==> src/design/fpcp_pkg.sv <==
package fpcp_pkg;

	localparam int YAW_FULL = 25736;
	localparam int PITCH_LIMIT = 5361;
	localparam logic signed [34:0] PI_Q24 = 35'sd52707179;
	localparam logic signed [34:0] HALF_PI_Q24 = 35'sd26353589;
	localparam logic signed [34:0] TWO_PI_Q24 = 35'sd105414357;
	localparam logic signed [33:0] CORDIC_K_Q30 = 34'sd652032874;

	typedef enum logic [1:0] {
		KIND_STRIDE = 2'd0,
		KIND_STRAFE = 2'd1,
		KIND_CLIMB  = 2'd2,
		KIND_LOOK   = 2'd3
	} kind_t;

	typedef enum logic [0:0] {
		CFG_LOOK_GAIN  = 1'd0,
		CFG_ROLL_ANGLE = 1'd1
	} cfg_idx_t;

	typedef enum logic [3:0] {
		ST_IDLE,
		ST_LOAD,
		ST_ROT,
		ST_DONE,
		ST_M0,
		ST_M1,
		ST_M2,
		ST_M3,
		ST_M4,
		ST_M5,
		ST_M6,
		ST_M7,
		ST_OUT
	} state_t;

	function automatic logic signed [34:0] atan_q24(input logic [4:0] i);
		case (i)
			5'd0:  atan_q24 = 35'sd13176795;
			5'd1:  atan_q24 = 35'sd7778716;
			5'd2:  atan_q24 = 35'sd4110060;
			5'd3:  atan_q24 = 35'sd2086331;
			5'd4:  atan_q24 = 35'sd1047214;
			5'd5:  atan_q24 = 35'sd524117;
			5'd6:  atan_q24 = 35'sd262123;
			5'd7:  atan_q24 = 35'sd131069;
			5'd8:  atan_q24 = 35'sd65536;
			5'd9:  atan_q24 = 35'sd32768;
			5'd10: atan_q24 = 35'sd16384;
			5'd11: atan_q24 = 35'sd8192;
			5'd12: atan_q24 = 35'sd4096;
			5'd13: atan_q24 = 35'sd2048;
			5'd14: atan_q24 = 35'sd1024;
			5'd15: atan_q24 = 35'sd512;
			5'd16: atan_q24 = 35'sd256;
			5'd17: atan_q24 = 35'sd128;
			5'd18: atan_q24 = 35'sd64;
			5'd19: atan_q24 = 35'sd32;
			5'd20: atan_q24 = 35'sd16;
			5'd21: atan_q24 = 35'sd8;
			5'd22: atan_q24 = 35'sd4;
			5'd23: atan_q24 = 35'sd2;
			default: atan_q24 = 35'sd0;
		endcase
	endfunction

endpackage

==> src/design/fpcp_cordic.sv <==
module fpcp_cordic #(
	parameter int CORDIC_STEPS = 16
) (
	input  logic                clk,
	input  logic                arst_n,
	input  logic                start,
	input  logic signed [15:0]  angle,
	output logic                done,
	output logic signed [15:0]  sin_q14,
	output logic signed [15:0]  cos_q14
);
	import fpcp_pkg::*;

	localparam int SW = $clog2(CORDIC_STEPS + 1);

	logic signed [34:0] z_q;
	logic signed [35:0] x_q, y_q;
	logic               flip_q;
	logic [SW-1:0]      step_q;
	logic               busy_q;
	logic               done_q;

	logic signed [34:0] z0, z1;
	logic               fl;
	logic signed [35:0] xs, ys;
	logic signed [35:0] xf, yf;
	logic signed [35:0] cr, sr;
	logic [4:0]         sidx;

	always_comb begin
		z0 = 35'(angle) <<< 12;
		if (z0 > PI_Q24) begin
			z0 = z0 - TWO_PI_Q24;
		end else if (z0 < -PI_Q24) begin
			z0 = z0 + TWO_PI_Q24;
		end
		fl = 1'b0;
		z1 = z0;
		if (z0 > HALF_PI_Q24) begin
			z1 = z0 - PI_Q24;
			fl = 1'b1;
		end else if (z0 < -HALF_PI_Q24) begin
			z1 = z0 + PI_Q24;
			fl = 1'b1;
		end
	end

	assign sidx = 5'(step_q);
	assign xs = x_q >>> step_q;
	assign ys = y_q >>> step_q;
	assign xf = flip_q ? -x_q : x_q;
	assign yf = flip_q ? -y_q : y_q;
	assign cr = (xf + 36'sd32768) >>> 16;
	assign sr = (yf + 36'sd32768) >>> 16;
	assign cos_q14 = cr[15:0];
	assign sin_q14 = sr[15:0];
	assign done = done_q;

	always_ff @(posedge clk or negedge arst_n) begin
		if (!arst_n) begin
			busy_q <= 1'b0;
			done_q <= 1'b0;
			step_q <= '0;
		end else begin
			done_q <= 1'b0;
			if (start) begin
				busy_q <= 1'b1;
				step_q <= '0;
			end else if (busy_q) begin
				if (step_q == SW'(CORDIC_STEPS - 1)) begin
					busy_q <= 1'b0;
					done_q <= 1'b1;
				end
				step_q <= step_q + 1'b1;
			end
		end
	end

	always_ff @(posedge clk) begin
		if (start) begin
			z_q <= z1;
			flip_q <= fl;
			x_q <= 36'(CORDIC_K_Q30);
			y_q <= '0;
		end else if (busy_q) begin
			if (z_q >= 0) begin
				x_q <= x_q - ys;
				y_q <= y_q + xs;
				z_q <= z_q - atan_q24(sidx);
			end else begin
				x_q <= x_q + ys;
				y_q <= y_q - xs;
				z_q <= z_q + atan_q24(sidx);
			end
		end
	end

	a_done_after_busy: assert property (@(posedge clk) disable iff (!arst_n)
		done_q |-> $past(busy_q)) else $error("cordic done without work");
	a_no_start_busy: assert property (@(posedge clk) disable iff (!arst_n)
		done_q |-> !busy_q) else $error("cordic busy at done");
	a_step_range: assert property (@(posedge clk) disable iff (!arst_n)
		busy_q |-> step_q < SW'(CORDIC_STEPS)) else $error("cordic step overrun");
endmodule

==> src/design/first_person_camera_pose_top.sv <==
// Camera pose keeper: each s_tdata transfer is one command (stride, strafe, climb, look) and
// gives one m_tdata transfer with the updated position and angles. One shared CORDIC unit
// computes sine and cosine of pitch, yaw and roll in turn, then one shared 18x32 multiplier
// forms the view or right products, or for look the scaled deltas, in states ST_M0 to ST_M6.
// Climb and look use the same sequence. s_tready is high only while the block is idle; a
// finished result waits in the output register and is taken on m_tready. Config writes take
// effect at once; cfg_ready is always high, so a write during a command can change its result.
module first_person_camera_pose_top #(
	parameter int CORDIC_STEPS = 16
) (
	input  logic         clk,
	input  logic         arst_n,
	input  logic         s_tvalid,
	output logic         s_tready,
	input  logic [63:0]  s_tdata,   // amount[31:0], delta_x[47:32], delta_y[63:48]
	input  logic [1:0]   s_tuser,   // kind[1:0]
	output logic         m_tvalid,
	input  logic         m_tready,
	output logic [127:0] m_tdata,   // pos_x, pos_y, pos_z, yaw_out[110:96], pitch_out[124:111]
	input  logic         cfg_valid,
	output logic         cfg_ready,
	input  logic [0:0]   cfg_index,
	input  logic [15:0]  cfg_data
);
	import fpcp_pkg::*;

	state_t state_q, state_d;
	logic [15:0] gain_q;
	logic signed [15:0] roll_q;
	logic signed [31:0] px_q, py_q, pz_q;
	logic [14:0] yaw_q;
	logic signed [13:0] pitch_q;
	logic [1:0] kind_q;
	logic signed [31:0] amt_q;
	logic signed [15:0] dx_q, dy_q;
	logic [1:0] which_q;
	logic signed [15:0] sp_q, cp_q, sy_q, cy_q, sr_q, cr_q;
	logic signed [47:0] prod_q;
	logic signed [47:0] acc_q;
	logic signed [15:0] cx_q, cz_q;
	logic [127:0] out_q;
	logic out_v_q;

	logic c_start, c_done;
	logic signed [15:0] c_ang, c_sin, c_cos;
	logic signed [31:0] ma;
	logic signed [17:0] mb;
	logic signed [49:0] mp;
	logic signed [47:0] rnd28;
	logic signed [32:0] sum_x, sum_z, sum_y;
	logic signed [32:0] nyaw, npit;
	logic signed [47:0] dxg, dyg;

	assign s_tready = (state_q == ST_IDLE);
	assign cfg_ready = 1'b1;
	assign m_tvalid = out_v_q;
	assign m_tdata = out_q;

	always_comb begin
		case (which_q)
			2'd0: c_ang = 16'(pitch_q);
			2'd1: c_ang = 16'($signed({1'b0, yaw_q}));
			default: c_ang = roll_q;
		endcase
	end
	assign c_start = (state_q == ST_LOAD);

	fpcp_cordic #(.CORDIC_STEPS(CORDIC_STEPS)) u_cordic (
		.clk(clk), .arst_n(arst_n), .start(c_start), .angle(c_ang),
		.done(c_done), .sin_q14(c_sin), .cos_q14(c_cos)
	);

	// shared multiplier operand select
	always_comb begin
		ma = '0;
		mb = '0;
		case (state_q)
			ST_M0: begin ma = 32'(cp_q); mb = 18'(sy_q); end
			ST_M1: begin ma = 32'(prod_q); mb = 18'(cr_q); end
			ST_M2: begin ma = 32'(sp_q); mb = 18'(sr_q); end
			ST_M3: begin ma = 32'(-cp_q); mb = 18'(cy_q); end
			ST_M4: begin ma = 32'(cy_q); mb = 18'(cr_q); end
			ST_M5: begin
				if (kind_q == KIND_LOOK) begin
					ma = 32'(dx_q);
					mb = 18'($signed({2'b0, gain_q}));
				end else begin
					ma = amt_q;
					mb = 18'(cx_q);
				end
			end
			ST_M6: begin
				if (kind_q == KIND_LOOK) begin
					ma = 32'(dy_q);
					mb = 18'($signed({2'b0, gain_q}));
				end else begin
					ma = amt_q;
					mb = 18'(cz_q);
				end
			end
			default: begin ma = '0; mb = '0; end
		endcase
		mp = ma * mb;
	end

	assign rnd28 = (acc_q - (prod_q <<< 14) + 48'sd134217728) >>> 28;
	assign sum_y = 33'(py_q) + 33'(amt_q);

	always_comb begin
		state_d = state_q;
		case (state_q)
			ST_IDLE: if (s_tvalid && s_tready) state_d = ST_LOAD;
			ST_LOAD: state_d = ST_ROT;
			ST_ROT: if (c_done) state_d = (which_q == 2'd2) ? ST_DONE : ST_LOAD;
			ST_DONE: state_d = ST_M0;
			ST_M0: state_d = ST_M1;
			ST_M1: state_d = ST_M2;
			ST_M2: state_d = ST_M3;
			ST_M3: state_d = ST_M4;
			ST_M4: state_d = ST_M5;
			ST_M5: state_d = ST_M6;
			ST_M6: state_d = ST_M7;
			ST_M7: state_d = ST_OUT;
			ST_OUT: if (!out_v_q || m_tready) state_d = ST_IDLE;
			default: state_d = ST_IDLE;
		endcase
	end

	always_ff @(posedge clk or negedge arst_n) begin
		if (!arst_n) begin
			state_q <= ST_IDLE;
			gain_q <= 16'd20;
			roll_q <= '0;
			px_q <= '0;
			py_q <= '0;
			pz_q <= '0;
			yaw_q <= '0;
			pitch_q <= '0;
			out_v_q <= 1'b0;
			which_q <= '0;
		end else begin
			state_q <= state_d;
			if (cfg_valid && cfg_ready) begin
				case (cfg_idx_t'(cfg_index))
					CFG_LOOK_GAIN: gain_q <= cfg_data;
					CFG_ROLL_ANGLE: roll_q <= cfg_data;
					default: ;
				endcase
			end
			if (state_q == ST_OUT && (!out_v_q || m_tready)) out_v_q <= 1'b1;
			else if (m_tready) out_v_q <= 1'b0;
			if (state_q == ST_IDLE && s_tvalid) which_q <= '0;
			if (state_q == ST_ROT && c_done) which_q <= which_q + 1'b1;
			if (state_q == ST_M7) begin
				case (kind_t'(kind_q))
					KIND_STRIDE, KIND_STRAFE: begin
						px_q <= sum_x > 33'sh0_7FFF_FFFF ? 32'sh7FFF_FFFF :
							sum_x < -33'sh0_8000_0000 ? 32'sh8000_0000 : sum_x[31:0];
						pz_q <= sum_z > 33'sh0_7FFF_FFFF ? 32'sh7FFF_FFFF :
							sum_z < -33'sh0_8000_0000 ? 32'sh8000_0000 : sum_z[31:0];
					end
					KIND_CLIMB: begin
						py_q <= sum_y > 33'sh0_7FFF_FFFF ? 32'sh7FFF_FFFF :
							sum_y < -33'sh0_8000_0000 ? 32'sh8000_0000 : sum_y[31:0];
					end
					default: begin
						yaw_q <= nyaw > 33'(YAW_FULL) ? 15'd0 :
							nyaw < 0 ? 15'(YAW_FULL) : nyaw[14:0];
						pitch_q <= npit > 33'(PITCH_LIMIT) ? 14'(PITCH_LIMIT) :
							npit < -33'(PITCH_LIMIT) ? -14'(PITCH_LIMIT) : npit[13:0];
					end
				endcase
			end
		end
	end

	assign dxg = acc_q;
	assign dyg = prod_q;
	assign nyaw = 33'($signed({1'b0, yaw_q})) + 33'((dxg + 48'sd8) >>> 4);
	assign npit = 33'(pitch_q) + 33'((dyg + 48'sd8) >>> 4);
	assign sum_x = 33'(px_q) + 33'((acc_q + 48'sd8192) >>> 14);
	assign sum_z = 33'(pz_q) + 33'((prod_q + 48'sd8192) >>> 14);

	always_ff @(posedge clk) begin
		if (state_q == ST_IDLE && s_tvalid) begin
			kind_q <= s_tuser;
			amt_q <= s_tdata[31:0];
			dx_q <= s_tdata[47:32];
			dy_q <= s_tdata[63:48];
		end
		if (state_q == ST_ROT && c_done) begin
			case (which_q)
				2'd0: begin sp_q <= c_sin; cp_q <= c_cos; end
				2'd1: begin sy_q <= c_sin; cy_q <= c_cos; end
				default: begin sr_q <= c_sin; cr_q <= c_cos; end
			endcase
		end
		case (state_q)
			ST_M0: prod_q <= 48'(mp);
			ST_M1: begin acc_q <= 48'(mp); prod_q <= 48'(mp); end
			ST_M2: prod_q <= 48'(mp);
			ST_M3: begin
				cx_q <= 16'(rnd28);
				prod_q <= 48'(mp);
			end
			ST_M4: begin
				if (kind_q == KIND_STRIDE) begin
					cz_q <= 16'((prod_q + 48'sd8192) >>> 14);
				end else begin
					cx_q <= 16'((48'(mp) + 48'sd8192) >>> 14);
					cz_q <= sy_q;
				end
			end
			ST_M5: acc_q <= 48'(mp);
			ST_M6: prod_q <= 48'(mp);
			default: ;
		endcase
		if (state_q == ST_OUT && (!out_v_q || m_tready)) begin
			out_q <= {3'b0, pitch_q, yaw_q, pz_q, py_q, px_q};
		end
	end

	a_busy_not_ready: assert property (@(posedge clk) disable iff (!arst_n)
		state_q == ST_M0 |-> !s_tready) else $error("ready while busy");
	a_out_only_after_seq: assert property (@(posedge clk) disable iff (!arst_n)
		$rose(m_tvalid) |-> $past(state_q == ST_OUT)) else $error("result without command");
	a_pitch_limit: assert property (@(posedge clk) disable iff (!arst_n)
		pitch_q <= 14'sd5361 && pitch_q >= -14'sd5361) else $error("pitch beyond limit");
endmodule

==> config.mk <==
export PLATFORM = sky130hd
export DESIGN_NAME = first_person_camera_pose_top
export DESIGN_NICKNAME = d
export VERILOG_FILES = /design/src/design/fpcp_pkg.sv /design/src/design/fpcp_cordic.sv /design/src/design/first_person_camera_pose_top.sv
export SDC_FILE = /design/constraint.sdc
export NUM_CORES = 2
export LEC_CHECK = 0
export ABC_AREA = 1
export BUFFER_PORTS_ARGS = -buffer_cell sky130_fd_sc_hd__buf_2
export CAP_MARGIN = 20
export CORE_AREA = 2 2 442 444
export CTS_CLUSTER_SIZE = 12
export DETAILED_ROUTE_END_ITERATION = 8
export DIE_AREA = 0 0 444 446
export PLACE_DENSITY_LB_ADDON = 0.2
export SLEW_MARGIN = 10
export SYNTH_ARGS = -nofsm -noshare
export SYNTH_HDL_FRONTEND = slang
export SYNTH_HIERARCHICAL = 1
export SYNTH_SLANG_ARGS = --single-unit
export TNS_END_PERCENT = 5
==> constraint.sdc <==
create_clock -name clk -period 20.9 [get_ports clk]
set_input_delay 4.18 -clock clk [delete_from_list [all_inputs] [get_ports clk]]
set_output_delay 4.18 -clock clk [all_outputs]
set_load 0.02 [all_outputs]
==> impl_metrics.tcl <==
set metrics [dict create \
    dieHeight_um 446 \
    synth_ff_type "edfxtp_1" \
    final.min_clock_period_ns 10.42 \
    cp_slowest_cell "o21ai_0" \
    async_reset_ff_share_pct 24.7 \
    start_kind "register" \
    critPathLaunch "state_q[2]" \
    grt_max_degree 85 \
    max_stage_delay_ns 1.12 \
    tns_ns 0 \
    vias 71400 \
    maxCapViolations 0 \
    setup_ws_ns 10.48 \
    insertion_delay_ns 0.76 \
    synth_seq_cells 691 \
    slew_headroom_pct 3.86 \
    synth_top_cells_by_area "edfxtp_1, fa_1, nand2_1" \
    cts.repair.resized 0 \
    antenna_found_initial 10 \
    port-buffer-count 214 \
    ys_types 89 \
    netlist.top_cell.by_area "edfxtp_1" \
    cts_made_buffers 83 \
    drc 0 \
    hp-start "roll_q[9]" \
    status "finished, final reports clean" \
    crit_fanout 28 \
    grt_usage_pct 28.6 \
    fmax_mhz 96.0 \
    clock_tree.buffer_depth 3 \
    synth_edf_count 448 \
    clk_pin_slew_ns 0.06 \
    drt_wl_total_mm 288 \
    grt_pass1_wl_mm 432 \
    setup_viol 0 \
    ant_nets 0 \
    area_growth_syn_to_layout_pct 8.36 \
    worst_clock_skew_ns 0.0630 \
    grt_pass1_vias 69700 \
    layout.nets 11700 \
    final_layout_size_suffix_gt1_share_pct 7.13 \
    dpl_worst_slack_ns 10.73 \
    holdBufCountCts 0 \
    grt_overflow_total 0 \
    final_hold_viol_count 0 \
    num_io_pins 219 \
    die_x_um 444 \
    rows 162 \
    post_cts_buffers 0 \
    ys_warn_count 6 \
    vias_per_cell 5.41 \
    firstDrtPassIters 6 \
    synth_area_um2 76900 \
    clock-sinks 691 \
    die_area_um2 198000 \
    start_util_pct 39.7 \
    arrival_ns 10.95 \
    avgSynthCellArea_um2 7.34 \
    syn_inst 10500 \
    yosysSeqAreaShare_pct 24.9 \
    core-area_um2 194000 \
    endpoint_kind "register" \
    cts_max_level 3 \
    tightest_slew_ns 1.44 \
    dp_hpwl_mm 232 \
    wl_per_cell_um 21.8 \
    rsz0062_at_grt "no" \
    cts_tree "yes" \
    rr_startpoint "state_q[2]" \
    critical_path_class "reg -> reg" \
    cp.required_ns 21.43 \
    fillers 19900 \
    slew_violations 0 \
    drtIter0Drc 6301 \
    fin_crit_sh_pct 49.9 \
    hold_class "reg -> reg" \
    synth_top_area_share_pct 17.5 \
    cts_root_buffer "clkbuf_16" \
    gp_congestion 1.01 \
]
==> path summary, 6_finish.rpt <==
| kind | to | slack [ns] | cells past startpoint |
|---|---|---|---|
| max | dyg[43] | 10.48 | 30 |
| min | roll_q[9] | 0.49 | 2 |
| max reg2reg | dyg[43] | 10.48 | 30 |
| min reg2reg | roll_q[9] | 0.49 | 2 |
| max in group asynchronous | pz_q[21] | 15.06 | 4 |
| min in group asynchronous | u_cordic/sidx[2] | 3.34 | 1 |
==> routing by layer <==
layer	wire length [um]	share of wire (%)	global-route usage (%)
met5	0	0	0
met4	12300	4.2	10.7
met3	18100	6.3	3.45
met2	137000	47	48.9
met1	121000	42	37.0
==> worst max-delay path, delay by kind of cell, from the launching register on <==
family                   cells  cell delay, ns
adder cells (fa/ha/maj)      7            3.62
AO/OA/AOI/OAI                6            2.44
buffers and inverters        7            1.88
AND/OR/NAND/NOR              9            1.63
flip-flops                   1            0.41
XOR/XNOR                     1            0.20
==> cell families after synthesis <==
kind of cell	count (synthesis)	synth area share [%]
other cells	2	0.00977
mux	3	0.0407
xor+xnor	468	5.35
compound gates	1364	10.3
buf+inv	1935	9.95
fa+ha+maj	1012	21.7
simple gates	4995	27.7
flops	691	24.9
==> final cells by class <==
class / count / area, um^2 / area share, %
Antenna cell: 2 / 5.00 / 0.00601
Clock buffer: 108 / 2240 / 2.69
Clock inverter: 46 / 488 / 0.586
Inverter: 1648 / 6190 / 7.43
Multi-Input combinational cell: 7846 / 50200 / 60.2
Sequential cell: 691 / 19200 / 23.0
Tap cell: 2542 / 3180 / 3.82
Timing Repair Buffer: 314 / 1870 / 2.24
==> layout by cell type, fill, tap and decap left out, drive strengths merged, types with 45 or more instances in the layout <==
cell    instances
xnor2         144
clkbuf        109
o21ai         459
ha            474
xor2          324
nand2        2840
nor2          990
o21a           50
clkinv         47
nor3          107
inv          1636
nand4         137
fa            538
a21oi         529
edfxtp        448
buf           313
nand3         735
or2            83
dfrtp         169
a21boi         45
dfxtp          72
==> synth_stat cells (all sizes together) (38+ instances only) <==
cell and number:
nor2 990, edfxtp 448, ha 474, clkbuf 144, nor3 107, nor4 42, o21a 50, dfxtp 72
nand2 2840, buf 143, xnor2 144, a31oi 43, dfrtp 169, nand3 735, inv 1631, a21oi 529
a221oi 38, a21boi 45, nand4 137, xor2 324, or2 83, o21ai 459, fa 538
==> sequential cells by signal (all words and copies together) (netlist names), 16 cells and up <==
| name | cells |
|---|---|
| sr_q | 16 |
| acc_q | 46 |
| cp_q | 16 |
| u_cordic/z_q | 35 |
| m_tdata | 125 |
| u_cordic/y_q | 36 |
| px_q | 32 |
| cr_q | 16 |
| dyg | 47 |
| sy_q | 16 |
| sp_q | 16 |
| cz_q | 16 |
| dy_q | 16 |
| cx_q | 16 |
| amt_q | 32 |
| cy_q | 16 |
| u_cordic/x_q | 36 |
| pz_q | 32 |
| py_q | 32 |
| gain_q | 16 |
| dx_q | 16 |
| roll_q | 16 |
==> metrics by stage <==
step	cells	utilization, %	instance area [um^2]	hold slack, ns
after global placement	13000	41.6	80500	0.468
final	13200	43.0	83300	0.485
after detailed placement	13000	41.6	80500	0.470
after floorplan	10500	-	76900	0.446
after CTS	13200	43.0	83200	0.483
after global routing	13200	43.0	83300	0.493
Power is not shown: default switching activity piles up to over one toggle a cycle in this logic, so the estimate is an artifact.
